## config.mk

```make
export PLATFORM = sky130hd
export DESIGN_NAME = mfp_queue
export DESIGN_NICKNAME = d
export VERILOG_FILES = /design/src/hdl/mfp_pkg.sv /design/src/hdl/mfp_queue.sv
export VERILOG_INCLUDE_DIRS = /design/src /design/src/hdl
export SDC_FILE = /design/constraint.sdc
export NUM_CORES = 1
export LEC_CHECK = 0
export BUFFER_PORTS_ARGS = -buffer_cell sky130_fd_sc_hd__buf_2
export CORE_ASPECT_RATIO = 1.5
export CORE_MARGIN = 2
export CORE_UTILIZATION = 40
export CTS_BUF_LIST = sky130_fd_sc_hd__clkbuf_4 sky130_fd_sc_hd__clkbuf_8
export DETAILED_ROUTE_END_ITERATION = 10
export GPL_ROUTABILITY_DRIVEN = 1
export MAX_ROUTING_LAYER = met4
export PLACE_DENSITY_LB_ADDON = 0.05
export SLEW_MARGIN = 30
export SYNTH_ARGS = -nofsm -noshare
export SYNTH_HDL_FRONTEND = slang
export SYNTH_SLANG_ARGS = --single-unit
```

## constraint.sdc

```tcl
create_clock -name clk -period 1.7 [get_ports clk]
set_input_delay 0.34 -clock clk [delete_from_list [all_inputs] [get_ports clk]]
set_output_delay 0.34 -clock clk [all_outputs]
set_load 0.05 [all_outputs]
```

## src/hdl/assert_macros.svh

```systemverilog
// ----------------------------------------------------------------------------
// Assertion macros
// Shared wrappers for concurrent assertions on the block clock and reset.
// ----------------------------------------------------------------------------
`ifndef ASSERT_MACROS_SVH
`define ASSERT_MACROS_SVH

// Generic form: explicit clock and reset
`define MFP_ASSERT_ON(lbl, clk_sig, rst_sig, prop, msg) \
  lbl: assert property (@(posedge clk_sig) disable iff (rst_sig) prop) else $error(msg);

// Usual form: clk and rst of the enclosing module
`define MFP_ASSERT(lbl, prop, msg) `MFP_ASSERT_ON(lbl, clk, rst, prop, msg)

`endif

```

## src/hdl/mfp_pkg.sv

```systemverilog
// ----------------------------------------------------------------------------
// mfp_pkg
// Types and constants shared by the framebuffer plotter modules.
// ----------------------------------------------------------------------------
package mfp_pkg;

  // Frame geometry
  localparam int BUFFER_BYTES  = 1024;
  localparam int PANEL_COLUMNS = 128;
  localparam int RowsTall      = 64;
  localparam int RowsShort     = 32;

  localparam int AddrW = $clog2(BUFFER_BYTES);
  localparam int ColW  = $clog2(PANEL_COLUMNS);
  localparam int RowW  = $clog2(RowsTall);
  // Width for address arithmetic and range checks (covers all legal geometries)
  localparam int CmpW  = 14;

  localparam logic [AddrW-1:0] SweepLast = AddrW'(BUFFER_BYTES - 1);

  // Command queue depth
  localparam int QDepth = 2;
  localparam int QPtrW  = (QDepth > 1) ? $clog2(QDepth) : 1;
  localparam int QCntW  = $clog2(QDepth + 1);

  // Input opcodes
  typedef enum logic [1:0] {
    OP_PLOT  = 2'd0,
    OP_CLEAR = 2'd1,
    OP_LOAD  = 2'd2,
    OP_READ  = 2'd3
  } opcode_t;

  // Plot combine modes
  typedef enum logic [1:0] {
    WM_OR   = 2'd0,
    WM_ANDN = 2'd1,
    WM_XOR  = 2'd2,
    WM_SET  = 2'd3
  } wmode_t;

  // Classified command kinds
  typedef enum logic [2:0] {
    CMD_NOP,
    CMD_DROP,
    CMD_PLOT,
    CMD_CLEAR,
    CMD_LOAD,
    CMD_READ
  } cmd_kind_t;

  // One classified item, as passed from front to back
  typedef struct packed {
    cmd_kind_t         kind;
    logic [AddrW-1:0]  addr;
    logic [7:0]        data;   // pixel mask for plot, raw byte for load
    wmode_t            mode;
  } cmd_t;

  // Back-end states
  typedef enum logic [1:0] {
    BK_SWEEP,
    BK_IDLE,
    BK_FETCH
  } bk_state_t;

endpackage

```

## src/hdl/mfp_queue.sv

```systemverilog
// ----------------------------------------------------------------------------
// mfp_queue
// Short command queue between the front and back ends.
// ----------------------------------------------------------------------------
`include "assert_macros.svh"

module mfp_queue
  import mfp_pkg::*;
(
  input  logic clk,
  input  logic rst,
  input  logic push,
  input  cmd_t push_cmd,
  output logic full,
  input  logic pop,
  output logic head_valid,
  output cmd_t head_cmd
);

  cmd_t              slots [QDepth];
  logic [QPtrW-1:0]  wptr;
  logic [QPtrW-1:0]  rptr;
  logic [QCntW-1:0]  count;
  logic [QPtrW-1:0]  wptr_next;
  logic [QPtrW-1:0]  rptr_next;

  assign full       = (count == QCntW'(QDepth));
  assign head_valid = (count != '0);
  assign head_cmd   = slots[rptr];

  // Pointer wrap
  assign wptr_next = (wptr == QPtrW'(QDepth - 1)) ? '0 : wptr + 1'b1;
  assign rptr_next = (rptr == QPtrW'(QDepth - 1)) ? '0 : rptr + 1'b1;

  // Storage
  always_ff @(posedge clk) begin
    if (push) begin
      slots[wptr] <= push_cmd;
    end
  end

  // Pointers and fill count
  always_ff @(posedge clk) begin
    if (rst) begin
      wptr  <= '0;
      rptr  <= '0;
      count <= '0;
    end else begin
      if (push) begin
        wptr <= wptr_next;
      end
      if (pop) begin
        rptr <= rptr_next;
      end
      unique case ({push, pop})
        2'b10:   count <= count + 1'b1;
        2'b01:   count <= count - 1'b1;
        default: count <= count;
      endcase
    end
  end

  `MFP_ASSERT(a_no_push_full, !(push && full), "queue pushed while full")
  `MFP_ASSERT(a_no_pop_empty, pop |-> head_valid, "queue popped while empty")

endmodule

```

* Word-level counts from Yosys, hierarchy flattened *
Memory sizes are Yosys's and may differ from the RTL's. A register that Yosys moved wholly into a read port is not among the register bits.
Cells that the tools add are included.

operators by class
  $add $sub $neg = 4
  equal/unequal tests = 3
  multiplexer cells = 7
  reduce and logical (&&, ||, !) cells = 2

operator list
  cell                 number
  $mux 1               6
  $eq 2x2->1 const B   2
  $pmux 2 s2           1
  $reduce_bool 2->1    2
  $add 1x1->1 const B  2
  $add 2x1->2 const B  1
  $eq 2x1->1 const B   1
  $sub 2x1->2 const B  1

storage, ports and cells
  register bits = 4
  RAM bits = 46
  word-level logic and storage cells = 20
  memories = 1

memories
  memory  words  width  rd ports  clocked after memory_dff  wr ports  line             RTL
  slots   2      23     1         1                         1         mfp_queue.sv:20  cmd_t slots [QDepth];

* Longest topological paths before layout *
  word-level depth = 4
  gate-level depth with buffers = 5
  gate-level depth less buffers = 5

* Worst setup path after synthesis *
No wires, ideal clock.

  kind = input-to-reg
  start = input push
  end = memory slots[0][0] (netlist name) (enable)
  library setup time = 403 ps
  data arrival time = 1369 ps
  data required time = 1297 ps
  slack = -72 ps
  stages = 2
  buffers on the path = 0
  cell sequence = inv_1 > nor2_1

between the ends
  cells in the longest elaborated chain, start to end = 2

RTL lines
  what                          line             RTL
  start: declaration            mfp_queue.sv:12  input logic push,
  $mux 1                        mfp_queue.sv:37  if (push) begin
  $mux 1 (not written as such)  mfp_queue.sv:38  slots[wptr] <= push_cmd;
  end: declaration              mfp_queue.sv:20

No other way between the ends.

==> reports/qor.csv <==
metric;value;unit
fin_setup_tns;0;ns
die_w;59.7;um
core_area;4500;um2
cp-start-kind;flip-flop;
power_frac_comb;23.2;%
period_minus_slack;1.66;ns
drive_above_1_share;58.4;%
synth_compound_area_share;0.539;%
area_growth;33.2;%
hpwl;2030;um
rsz0062_at_grt;yes;
ys_warn_count;0;
timing.hold.ws;0.231;ns
num_rows;30;
relSlewSlack;76.1;%
syn_avg_cell_area;20.0;um2
hold_buffers;0;
p_per_area;1110;nW/um2
leakage;0.946;nW
routedWlPerCell;15.0;um
grt_max_degree;19;
pwr-share-seq;53.9;%
io_pins;52;
drt_wl_total;3030;um
r2r_cells;2;
clk_latency;0.29;ns
synth.area.mux_share;13.9;%
drc;0;
clk_pin_slew_worst_paths;0.08;ns
ir_worst_vdd;689;uV
min_path_cells;1;
clkPwrFrac;22.9;%
start_util;41.3;%
die-area;5220;um2
synthSimpleGateAreaFrac;2.49;%
finalNetCount;183;
grt_pass1_vias;1034;
synth_xor_area_share;1.89;%
end_kind;output port;
cts_setup_buffers;0;
ys_ff_latch;51;
period_share;97.5;%
detail_route.first_pass.iterations;3;
finClkSkew;0.00484;ns
mostFrequentLayoutCell;edfxtp_1;
die_height;87.5;um
h-tree-depth;2;
r2r_slack;0.44;ns
place.gp.congestion;0.628;
vias;982;
clk_path_buf_depth;2;
antennaDiodeCount;0;
crit_required;1.36;ns
hold_viol;0;
p_sw;0.752;mW
cts_buffers;5;
synthCells;93;
gr-usage-all-layers;13.1;%
worst_pin_slew;0.358;ns
cts_root_buf;clkbuf_8;
grt_pass1_wl;4750;um
io_buffers;51;
cts_sinks;51;
status;complete, no violations;
synth_area;1860;um2
antenna_found_initial;0;
yosysSeqAreaShare;79.7;%
critical_path.max_fanout;11;
slew_viol_final;0;
synth_top_family_by_area;multiplexers;
mostFrequentLayoutCells;edfxtp_1 (46), buf_2 (28), buf_6 (24);
internal_power;2.00;mW
grt-ovfl-total;0;
ant_nets;0;
synthAdderAreaFrac;0.673;%
min_path_type;in2reg;
routed_via_density;4.86;
max_freq;603;MHz
cts_tree;built;
cap_violations;0;
cp_data_arrival_time;1.32;ns
drt_iter0_drc;30;
synth_nets;121;
setup_viol;0;
critical_path_class;reg2out;
ys_types;15;
p_sw_share;27.3;%
-- cell usage after synthesis --
cell type,n,area (um2)
a21oi_1,1,5.00
and2_1,1,6.26
and2b_2,1,8.76
buf_2,2,10.0
dfxtp_1,5,100
edfxtp_1,46,1380
ha_1,1,12.5
inv_1,1,3.75
mux2_2,23,259
nor2_1,5,18.8
o21ai_0,1,5.00
or2_2,1,6.26
or3_1,1,6.26
xnor2_1,3,26.3
xor2_1,1,8.76
-- final timing paths --
kind,startpoint,end
worst min-delay path,push_cmd[10],slots[1][10]$_DFFE_PP_
worst min register to register,count[1]$_SDFFE_PP0P_,count[1]$_SDFFE_PP0P_
worst max-delay path,flip-flop,head_cmd[4]
worst max register to register,wptr$_SDFFE_PP0P_,slots[1][7]$_DFFE_PP_
-- power groups by stage --
stage | combinational, mW | sequential [mW] | clock [mW]
finish | 0.640 | 1.48 | 0.630
CTS | 0.598 | 1.48 | 0.652
global placement | 0.536 | 1.50 | 0
floorplan | 0.399 | 1.50 | 0
detailed placement | 0.542 | 1.51 | 0
global route | 0.674 | 1.49 | 0.699
-- layer usage --
layer  vias up  global-route usage (%)  wire length (um)
met3         7                    3.71               148
met1       465                    14.7              1240
met2        35                    21.1              1580
met5         -                       -                 0
met4         0                    6.06                63
li1        475                       -                 -
-- critical path, cell delays in order (launching register included) --
cell,delay (ns)
dfxtp_4,0.39
buf_12,0.14
mux2_2,0.35
buf_6,0.15
-- layout make-up --
| cell class | instances | area, um2 |
|---|---|---|
| timing repair buffer | 57 | 480 |
| tap | 48 | 60.1 |
| clock buffer | 6 | 76.3 |
| multi-input combinational | 39 | 369 |
| fill | 386 | 2030 |
| inverter | 1 | 3.75 |
| sequential | 51 | 1490 |
-- logic make-up after synthesis --
logic type / Yosys count
AO/OA/AOI/OAI: 2
XOR/XNOR: 4
adder cells (fa/ha/maj): 1
buffers and inverters: 3
flip-flops: 51
multiplexers: 23
AND/OR/NAND/NOR: 9
-- registers in the layout, summed over array words and instances, names as in the netlist, named ones only --
| signal | cells |
|---|---|
| slots | 46 |
| count | 2 |
| rptr | 1 |
| wptr | 1 |
-- metrics by stage --
step	cell area, um2	instances	util, %	setup slack [ns]	power, mW
5_1_grt	2470	202	54.9	-0.0122	2.87
3_3_place_gp	2220	195	49.2	0.263	2.04
2_1_floorplan	1860	93	-	0.294	1.90
6_report	2470	202	54.9	0.0429	2.75
4_1_cts	2390	202	53.0	-0.00612	2.73
3_5_place_dp	2220	195	49.2	0.239	2.05
-- what timing repair did --
action	in CTS	in global routing
cloned	1	0
pin swaps	0	0
gates resized for setup	31	30
setup endpoints to repair	23	23
Note: power is estimated with default switching activity, not from simulation.
