$ cat src/hdl/assert_macros.svh
// ----------------------------------------------------------------------------
// Assertion macros
// Shared wrappers for concurrent assertions on the block clock and reset.
// ----------------------------------------------------------------------------
`ifndef ASSERT_MACROS_SVH
`define ASSERT_MACROS_SVH

// Generic form: explicit clock and reset
`define MFP_ASSERT_ON(lbl, clk_sig, rst_sig, prop, msg) \
  lbl: assert property (@(posedge clk_sig) disable iff (rst_sig) prop) else $error(msg);

// Usual form: clk and rst of the enclosing module
`define MFP_ASSERT(lbl, prop, msg) `MFP_ASSERT_ON(lbl, clk, rst, prop, msg)

`endif

$ cat src/hdl/mfp_pkg.sv
// ----------------------------------------------------------------------------
// mfp_pkg
// Types and constants shared by the framebuffer plotter modules.
// ----------------------------------------------------------------------------
package mfp_pkg;

  // Frame geometry
  localparam int BUFFER_BYTES  = 1024;
  localparam int PANEL_COLUMNS = 128;
  localparam int RowsTall      = 64;
  localparam int RowsShort     = 32;

  localparam int AddrW = $clog2(BUFFER_BYTES);
  localparam int ColW  = $clog2(PANEL_COLUMNS);
  localparam int RowW  = $clog2(RowsTall);
  // Width for address arithmetic and range checks (covers all legal geometries)
  localparam int CmpW  = 14;

  localparam logic [AddrW-1:0] SweepLast = AddrW'(BUFFER_BYTES - 1);

  // Command queue depth
  localparam int QDepth = 2;
  localparam int QPtrW  = (QDepth > 1) ? $clog2(QDepth) : 1;
  localparam int QCntW  = $clog2(QDepth + 1);

  // Input opcodes
  typedef enum logic [1:0] {
    OP_PLOT  = 2'd0,
    OP_CLEAR = 2'd1,
    OP_LOAD  = 2'd2,
    OP_READ  = 2'd3
  } opcode_t;

  // Plot combine modes
  typedef enum logic [1:0] {
    WM_OR   = 2'd0,
    WM_ANDN = 2'd1,
    WM_XOR  = 2'd2,
    WM_SET  = 2'd3
  } wmode_t;

  // Classified command kinds
  typedef enum logic [2:0] {
    CMD_NOP,
    CMD_DROP,
    CMD_PLOT,
    CMD_CLEAR,
    CMD_LOAD,
    CMD_READ
  } cmd_kind_t;

  // One classified item, as passed from front to back
  typedef struct packed {
    cmd_kind_t         kind;
    logic [AddrW-1:0]  addr;
    logic [7:0]        data;   // pixel mask for plot, raw byte for load
    wmode_t            mode;
  } cmd_t;

  // Back-end states
  typedef enum logic [1:0] {
    BK_SWEEP,
    BK_IDLE,
    BK_FETCH
  } bk_state_t;

endpackage

$ cat src/hdl/mfp_front.sv
// ----------------------------------------------------------------------------
// mfp_front
// Accepts items, flips and range-checks plot points, builds the byte mask
// and address, and pushes one classified command per item into the queue.
// ----------------------------------------------------------------------------
module mfp_front
  import mfp_pkg::*;
(
  input  logic               clk,
  input  logic               rst,
  input  logic               cfg_write,
  input  logic               cfg_data,
  input  logic               in_valid,
  output logic               in_stall,
  input  logic [1:0]         opcode,
  input  logic signed [15:0] pixel_x,
  input  logic signed [15:0] pixel_y,
  input  logic [1:0]         write_mode,
  input  logic [9:0]         byte_index,
  input  logic [7:0]         byte_value,
  input  logic               q_full,
  input  logic               init_busy,
  output logic               push,
  output cmd_t               cmd
);

  logic               short_panel;
  logic signed [16:0] sx;
  logic signed [16:0] sy;
  logic signed [16:0] height_s;
  logic signed [16:0] col_s;
  logic signed [16:0] row_s;
  logic               col_ok;
  logic               row_ok;
  logic [RowW-1:0]    r;
  logic [7:0]         bit_mask;
  logic [7:0]         mask;
  logic [CmpW-1:0]    addr_full;
  logic               plot_ok;
  logic               idx_ok;

  // Panel height register
  always_ff @(posedge clk) begin
    if (rst) begin
      short_panel <= 1'b0;
    end else if (cfg_write) begin
      short_panel <= cfg_data;
    end
  end

  // Flip into panel coordinates
  assign sx       = {pixel_x[15], pixel_x};
  assign sy       = {pixel_y[15], pixel_y};
  assign height_s = short_panel ? $signed(17'(RowsShort)) : $signed(17'(RowsTall));
  assign col_s    = $signed(17'(PANEL_COLUMNS)) - sx;
  assign row_s    = height_s - sy;
  assign col_ok   = (col_s >= 17'sd0) && (col_s < $signed(17'(PANEL_COLUMNS)));
  assign row_ok   = (row_s >= 17'sd0) && (row_s < height_s);

  // Short panel: row 2r+1, two adjacent bits
  assign r        = short_panel ? {row_s[RowW-2:0], 1'b1} : row_s[RowW-1:0];
  assign bit_mask = 8'b1 << r[2:0];
  assign mask     = short_panel ? (bit_mask | (bit_mask >> 1)) : bit_mask;

  // Byte address: column plus page times panel width
  assign addr_full = CmpW'(col_s[ColW-1:0]) + CmpW'(r[RowW-1:3]) * CmpW'(PANEL_COLUMNS);
  assign plot_ok   = col_ok && row_ok && (addr_full < CmpW'(BUFFER_BYTES));
  assign idx_ok    = CmpW'(byte_index) < CmpW'(BUFFER_BYTES);

  // Handshake
  assign in_stall = q_full || init_busy;
  assign push     = in_valid && !in_stall;

  // Classification
  always_comb begin
    cmd      = '0;
    cmd.kind = CMD_NOP;
    cmd.addr = AddrW'(byte_index);
    cmd.data = byte_value;
    cmd.mode = wmode_t'(write_mode);
    unique case (opcode_t'(opcode))
      OP_PLOT: begin
        if (plot_ok) begin
          cmd.kind = CMD_PLOT;
          cmd.addr = AddrW'(addr_full);
          cmd.data = mask;
        end else begin
          cmd.kind = CMD_DROP;
        end
      end
      OP_CLEAR: begin
        cmd.kind = CMD_CLEAR;
      end
      OP_LOAD: begin
        cmd.kind = idx_ok ? CMD_LOAD : CMD_NOP;
      end
      OP_READ: begin
        cmd.kind = idx_ok ? CMD_READ : CMD_NOP;
      end
      default: begin
        cmd.kind = CMD_NOP;
      end
    endcase
  end

endmodule

$ cat config.mk
export PLATFORM = sky130hd
export DESIGN_NAME = mfp_front
export DESIGN_NICKNAME = d
export VERILOG_FILES = /design/src/hdl/assert_macros.svh /design/src/hdl/mfp_pkg.sv /design/src/hdl/mfp_front.sv
export SDC_FILE = /design/constraint.sdc
export NUM_CORES = 1
export LEC_CHECK = 0
export ABC_AREA = 1
export BUFFER_PORTS_ARGS = -buffer_cell sky130_fd_sc_hd__buf_4
export CORE_MARGIN = 3
export CORE_UTILIZATION = 47
export DETAILED_ROUTE_END_ITERATION = 16
export GPL_ROUTABILITY_DRIVEN = 0
export PLACE_DENSITY = 0.95
export SLEW_MARGIN = 5
export SYNTH_ARGS = -nofsm -noshare
export SYNTH_HDL_FRONTEND = slang
export SYNTH_SLANG_ARGS = --single-unit
$ cat constraint.sdc
create_clock -name clk -period 4.6 [get_ports clk]
set_input_delay 0.92 -clock clk [delete_from_list [all_inputs] [get_ports clk]]
set_output_delay 0.92 -clock clk [all_outputs]
set_load 0.03 [all_outputs]
# After elaboration in Yosys (flattened, before gate mapping)
# Cells that the tools add are included.
# op_classes
n_mux	7
n_reduce_logical	8
bitwise	1
n_eq_ne	3
addsub	3
n_lt_le_gt_ge	5
shifts	1
# ops
operator	n
$mux 18	2
$ge 17x1->1 const B	2
$lt 17x8->1	1
$lt 17x9->1 const B	1
$sub 8x16->17	1
$sub 9x16->17 const A	1
$pmux 3 s4	1
$add 7x10->11	1
$lt 11x11->1 const B	1
$mux 8	1
$or 8x7->8	1
$shl 1x3->8 const A	1
$mux 7	1
$mux 6	1
$logic_and 1x1->1	5
$eq 2x2->1 const B	2
$eq 2x1->1 const B	1
$logic_not 2->1	1
$mux 2	1
$logic_not 1->1	1
$logic_or 1x1->1	1
# word_totals
inputBits	61
output_inout_bits	25
word_cells	29
regBits	1

# Logic depth before layout (Yosys ltp)
# logic_depth
ltp_word	8
ltp_mapped	18
ltp_nobuf	17

# Worst setup path before layout
# No wires, ideal clock.
# synth_path
path_kind	input to output
startpoint	input pixel_x[0]
endpoint	output cmd[21] (netlist name)
t_required_ns	3.680
slack_ns	0.616
arrival_ns	3.064
path_buffers	1
path_stages	16
path_cell_list	inv_1 ha_1 nand2_1 or4_1 nor2_1 o31a_1 ha_1 inv_1 nor2_1 nand3_1 nor2_1 nand3_2 nor2_2 buf_6 nor2_1 nor2_1
# synth_lines
item	line_no	rtl
from (decl)	mfp_front.sv:16	input logic signed [15:0] pixel_x,
to (decl)	mfp_front.sv:24	output cmd_t cmd

==> flow_metrics.env <==
export IMPL_die_h_um=60.1
export IMPL_synth_top_area_share_pct=23.8
export IMPL_avgViaCountPerCell=5.11
export IMPL_synthAdderAreaFrac_pct=5.46
export IMPL_synth_main_ff_cell="dfxtp_1"
export IMPL_worstReg2RegStart="short_panel$_SDFFE_PP0P_"
export IMPL_finalWorstSetupSlack_ns=0.255
export IMPL_gr_total_overflow=0
export IMPL_synthArstFlopShare_pct=0
export IMPL_cp_depth=18
export IMPL_core_area_um2=2640
export IMPL_netlist_area_um2=1370
export IMPL_area_growth_synth_to_final_pct=43.1
export IMPL_start_util_pct=52.1
export IMPL_cap_violations=0
export IMPL_r2r_slack_ns=3.52
export IMPL_largest_register_ffs=1
export IMPL_first_pass_iters=4
export IMPL_post_cts_resized=0
export IMPL_clk_pin_slew_worst_paths_ns=0
export IMPL_antenna_found_initial=0
export IMPL_synth_mux_area_share_pct=0
export IMPL_path_class="in2out"
export IMPL_dieArea_um2=3610
export IMPL_grt_pass1_wl_mm=6.48
export IMPL_rsz0062_at_grt="false"
export IMPL_max_slew_margin_pct=48.7
export IMPL_synth_seq_area_share_pct=1.46
export IMPL_worst_ir_drop_vdd_v=0.000109
export IMPL_yosys_top_cells_area="nand2_1 (24%), nand3_1 (17%), nor2_1 (10%)"
export IMPL_hold_viol=0
export IMPL_placed_area_um2=1970
export IMPL_drc=0
export IMPL_wl_per_cell_um=11.2
export IMPL_dp_slack_ns=0.279
export IMPL_dp_hpwl_mm=3.68
export IMPL_mostFrequentLayoutCell="nand2_1"
export IMPL_yosysTopAreaCell="nand2_1"
export IMPL_reg2reg_depth=4
export IMPL_finalSetupViolCount=0
export IMPL_track_usage_pct=22.0
export IMPL_hold_slack_ns=0.977
export IMPL_synth_edf_count=0
export IMPL_powerDensity_nw_per_um2=92.8
export IMPL_post_cts_buffers=0
export IMPL_n_antenna_cell=0
export IMPL_path_buf_inv=5
export IMPL_rows=18
export IMPL_critPathArrivalTime_ns=3.43
export IMPL_synth_top_family_by_area="simple AND/OR/NAND/NOR gates"
export IMPL_hold_buffers=0
export IMPL_ios=86
export IMPL_critical_path_top_delay_family="simple AND/OR/NAND/NOR gates"
export IMPL_nets=419
export IMPL_max_stage_delay_ns=0.45
export IMPL_min_from="short_panel$_SDFFE_PP0P_"
export IMPL_worstSkewPairLatency_ns=0
export IMPL_synth_compound_area_share_pct=7.38
export IMPL_die_w_um=60.1
export IMPL_startpoint_type="primary input"
export IMPL_clock_skew_ns=0
export IMPL_fin_area_um2=1970
export IMPL_hold_path_class="reg2reg"
export IMPL_mostFrequentLayoutCells="nand2_1 (87), buf_4 (82), nand3_1 (47), nor2_1 (38), inv_1 (29)"
export IMPL_grt_pass1_vias=1654
export IMPL_tightest_slew_ns=0.768
export IMPL_ant_nets=0
export IMPL_end_kind="output pin"
export IMPL_final_min_clock_period_ns=4.35
export IMPL_vias=1940
export IMPL_syn_area_per_cell_um2=4.98
export IMPL_cp_max_fo=20
export IMPL_drt_wl_total_mm=4.26
export IMPL_synth_warnings=0
export IMPL_largest_register="short_panel"
export IMPL_status="complete, no violations"
export IMPL_syn_inst=276
export IMPL_worstPathCellList="buf_4 > inv_1 > ha_1 > nand2_1 > or4_1 > nor2_1 > o31a_1 > ha_1 > inv_1 > nor2_1 > nand3_1 > nor2_1 > nand3_2 > nor2_2 > buf_4 > nand3_1 > nand2_1 > buf_4"
export IMPL_drv_slew=0
export IMPL_synth_distinct_cells=36
export IMPL_synth_nets=343
export IMPL_slowest_stage="or4_1"
export IMPL_post_route_period_util_pct=94.5
export IMPL_hold_end="short_panel$_SDFFE_PP0P_"
export IMPL_synth_xor_area_share_pct=5.74
export IMPL_grt_max_degree=21
export IMPL_io_buffers=81
export IMPL_yosys_area_share_simple_pct=65.1
export IMPL_fmax_ghz=0.230
export IMPL_worstPathRequired_ns=3.68
export IMPL_hold_path_cell_count=4
export IMPL_ys_ff_latch=1
export IMPL_regToRegEndpoint="short_panel$_SDFFE_PP0P_"
export IMPL_drt_iter0_markers=61
export IMPL_top_regs="short_panel x1"
export IMPL_p_leak_nw=1.12
export IMPL_fillers=244
export IMPL_drive_gt1_share_pct=30.6
export IMPL_tns_ns=0
cell families after synthesis:
logic type | Yosys count
flops | 1
simple gates | 199
xor+xnor | 9
buf+inv | 46
compound gates | 15
fa+ha+maj | 6
power breakdown:
group          internal, W   total, W  switching, W
logic            0.0000755   0.000172     0.0000963
clock network            0          0             0
registers       0.00000935  0.0000105    0.00000118
total            0.0000849   0.000182     0.0000975
per-stage QoR:
stage	utilization [%]	total power [W]	instances
2_1_floorplan	-	0.000110	276
3_3_place_gp	74.6	0.000178	380
3_5_place_dp	74.6	0.000182	380
4_1_cts	74.6	0.000182	380
5_1_grt	74.6	0.000200	380
6_report	74.6	0.000182	380
cell type report:
type                       instances  area [um^2]  area share, %
sequential                         1         20.0           1.02
multi-input combinational        229         1150           58.5
inverter                          38          143           7.26
tap                               30         37.5           1.91
timing repair buffer              82          616           31.3
worst register-to-register path, stage by stage, from the launching register on:
cell     delay [ns]
dfxtp_1        0.47
inv_1          0.26
nor2_1         0.16
a21oi_1        0.05
nor2_1         0.08
worst max path at each step:
stage | slack, ns | start | to
3_5_place_dp | 0.28 | pixel_x[0] | cmd[17]
4_1_cts | 0.27 | pixel_x[0] | cmd[17]
3_3_place_gp | 0.44 | pixel_x[0] | cmd[19]
5_1_grt | 0.03 | pixel_x[0] | cmd[17]
2_1_floorplan | 0.62 | pixel_x[0] | cmd[21]
6_report | 0.25 | pixel_x[0] | cmd[17]
cells in the mapped netlist, drive strengths merged, types with 3 or more instances:
| cell type | n |
|---|---|
| inv | 38 |
| buf | 6 |
| xnor2 | 3 |
| or2 | 3 |
| nand3 | 49 |
| o21ai | 3 |
| ha | 6 |
| nor3 | 5 |
| nor2 | 46 |
| nand2 | 92 |
| a211oi | 3 |
| xor2 | 6 |
routing by layer:
metal / track usage [%] / wire length [um]
met5: 0 / 0
met4: 0.949 / 20
met3: 2.59 / 317
met2: 42.7 / 2150
met1: 26.6 / 1770
Power figures use the tool's default switching activity.
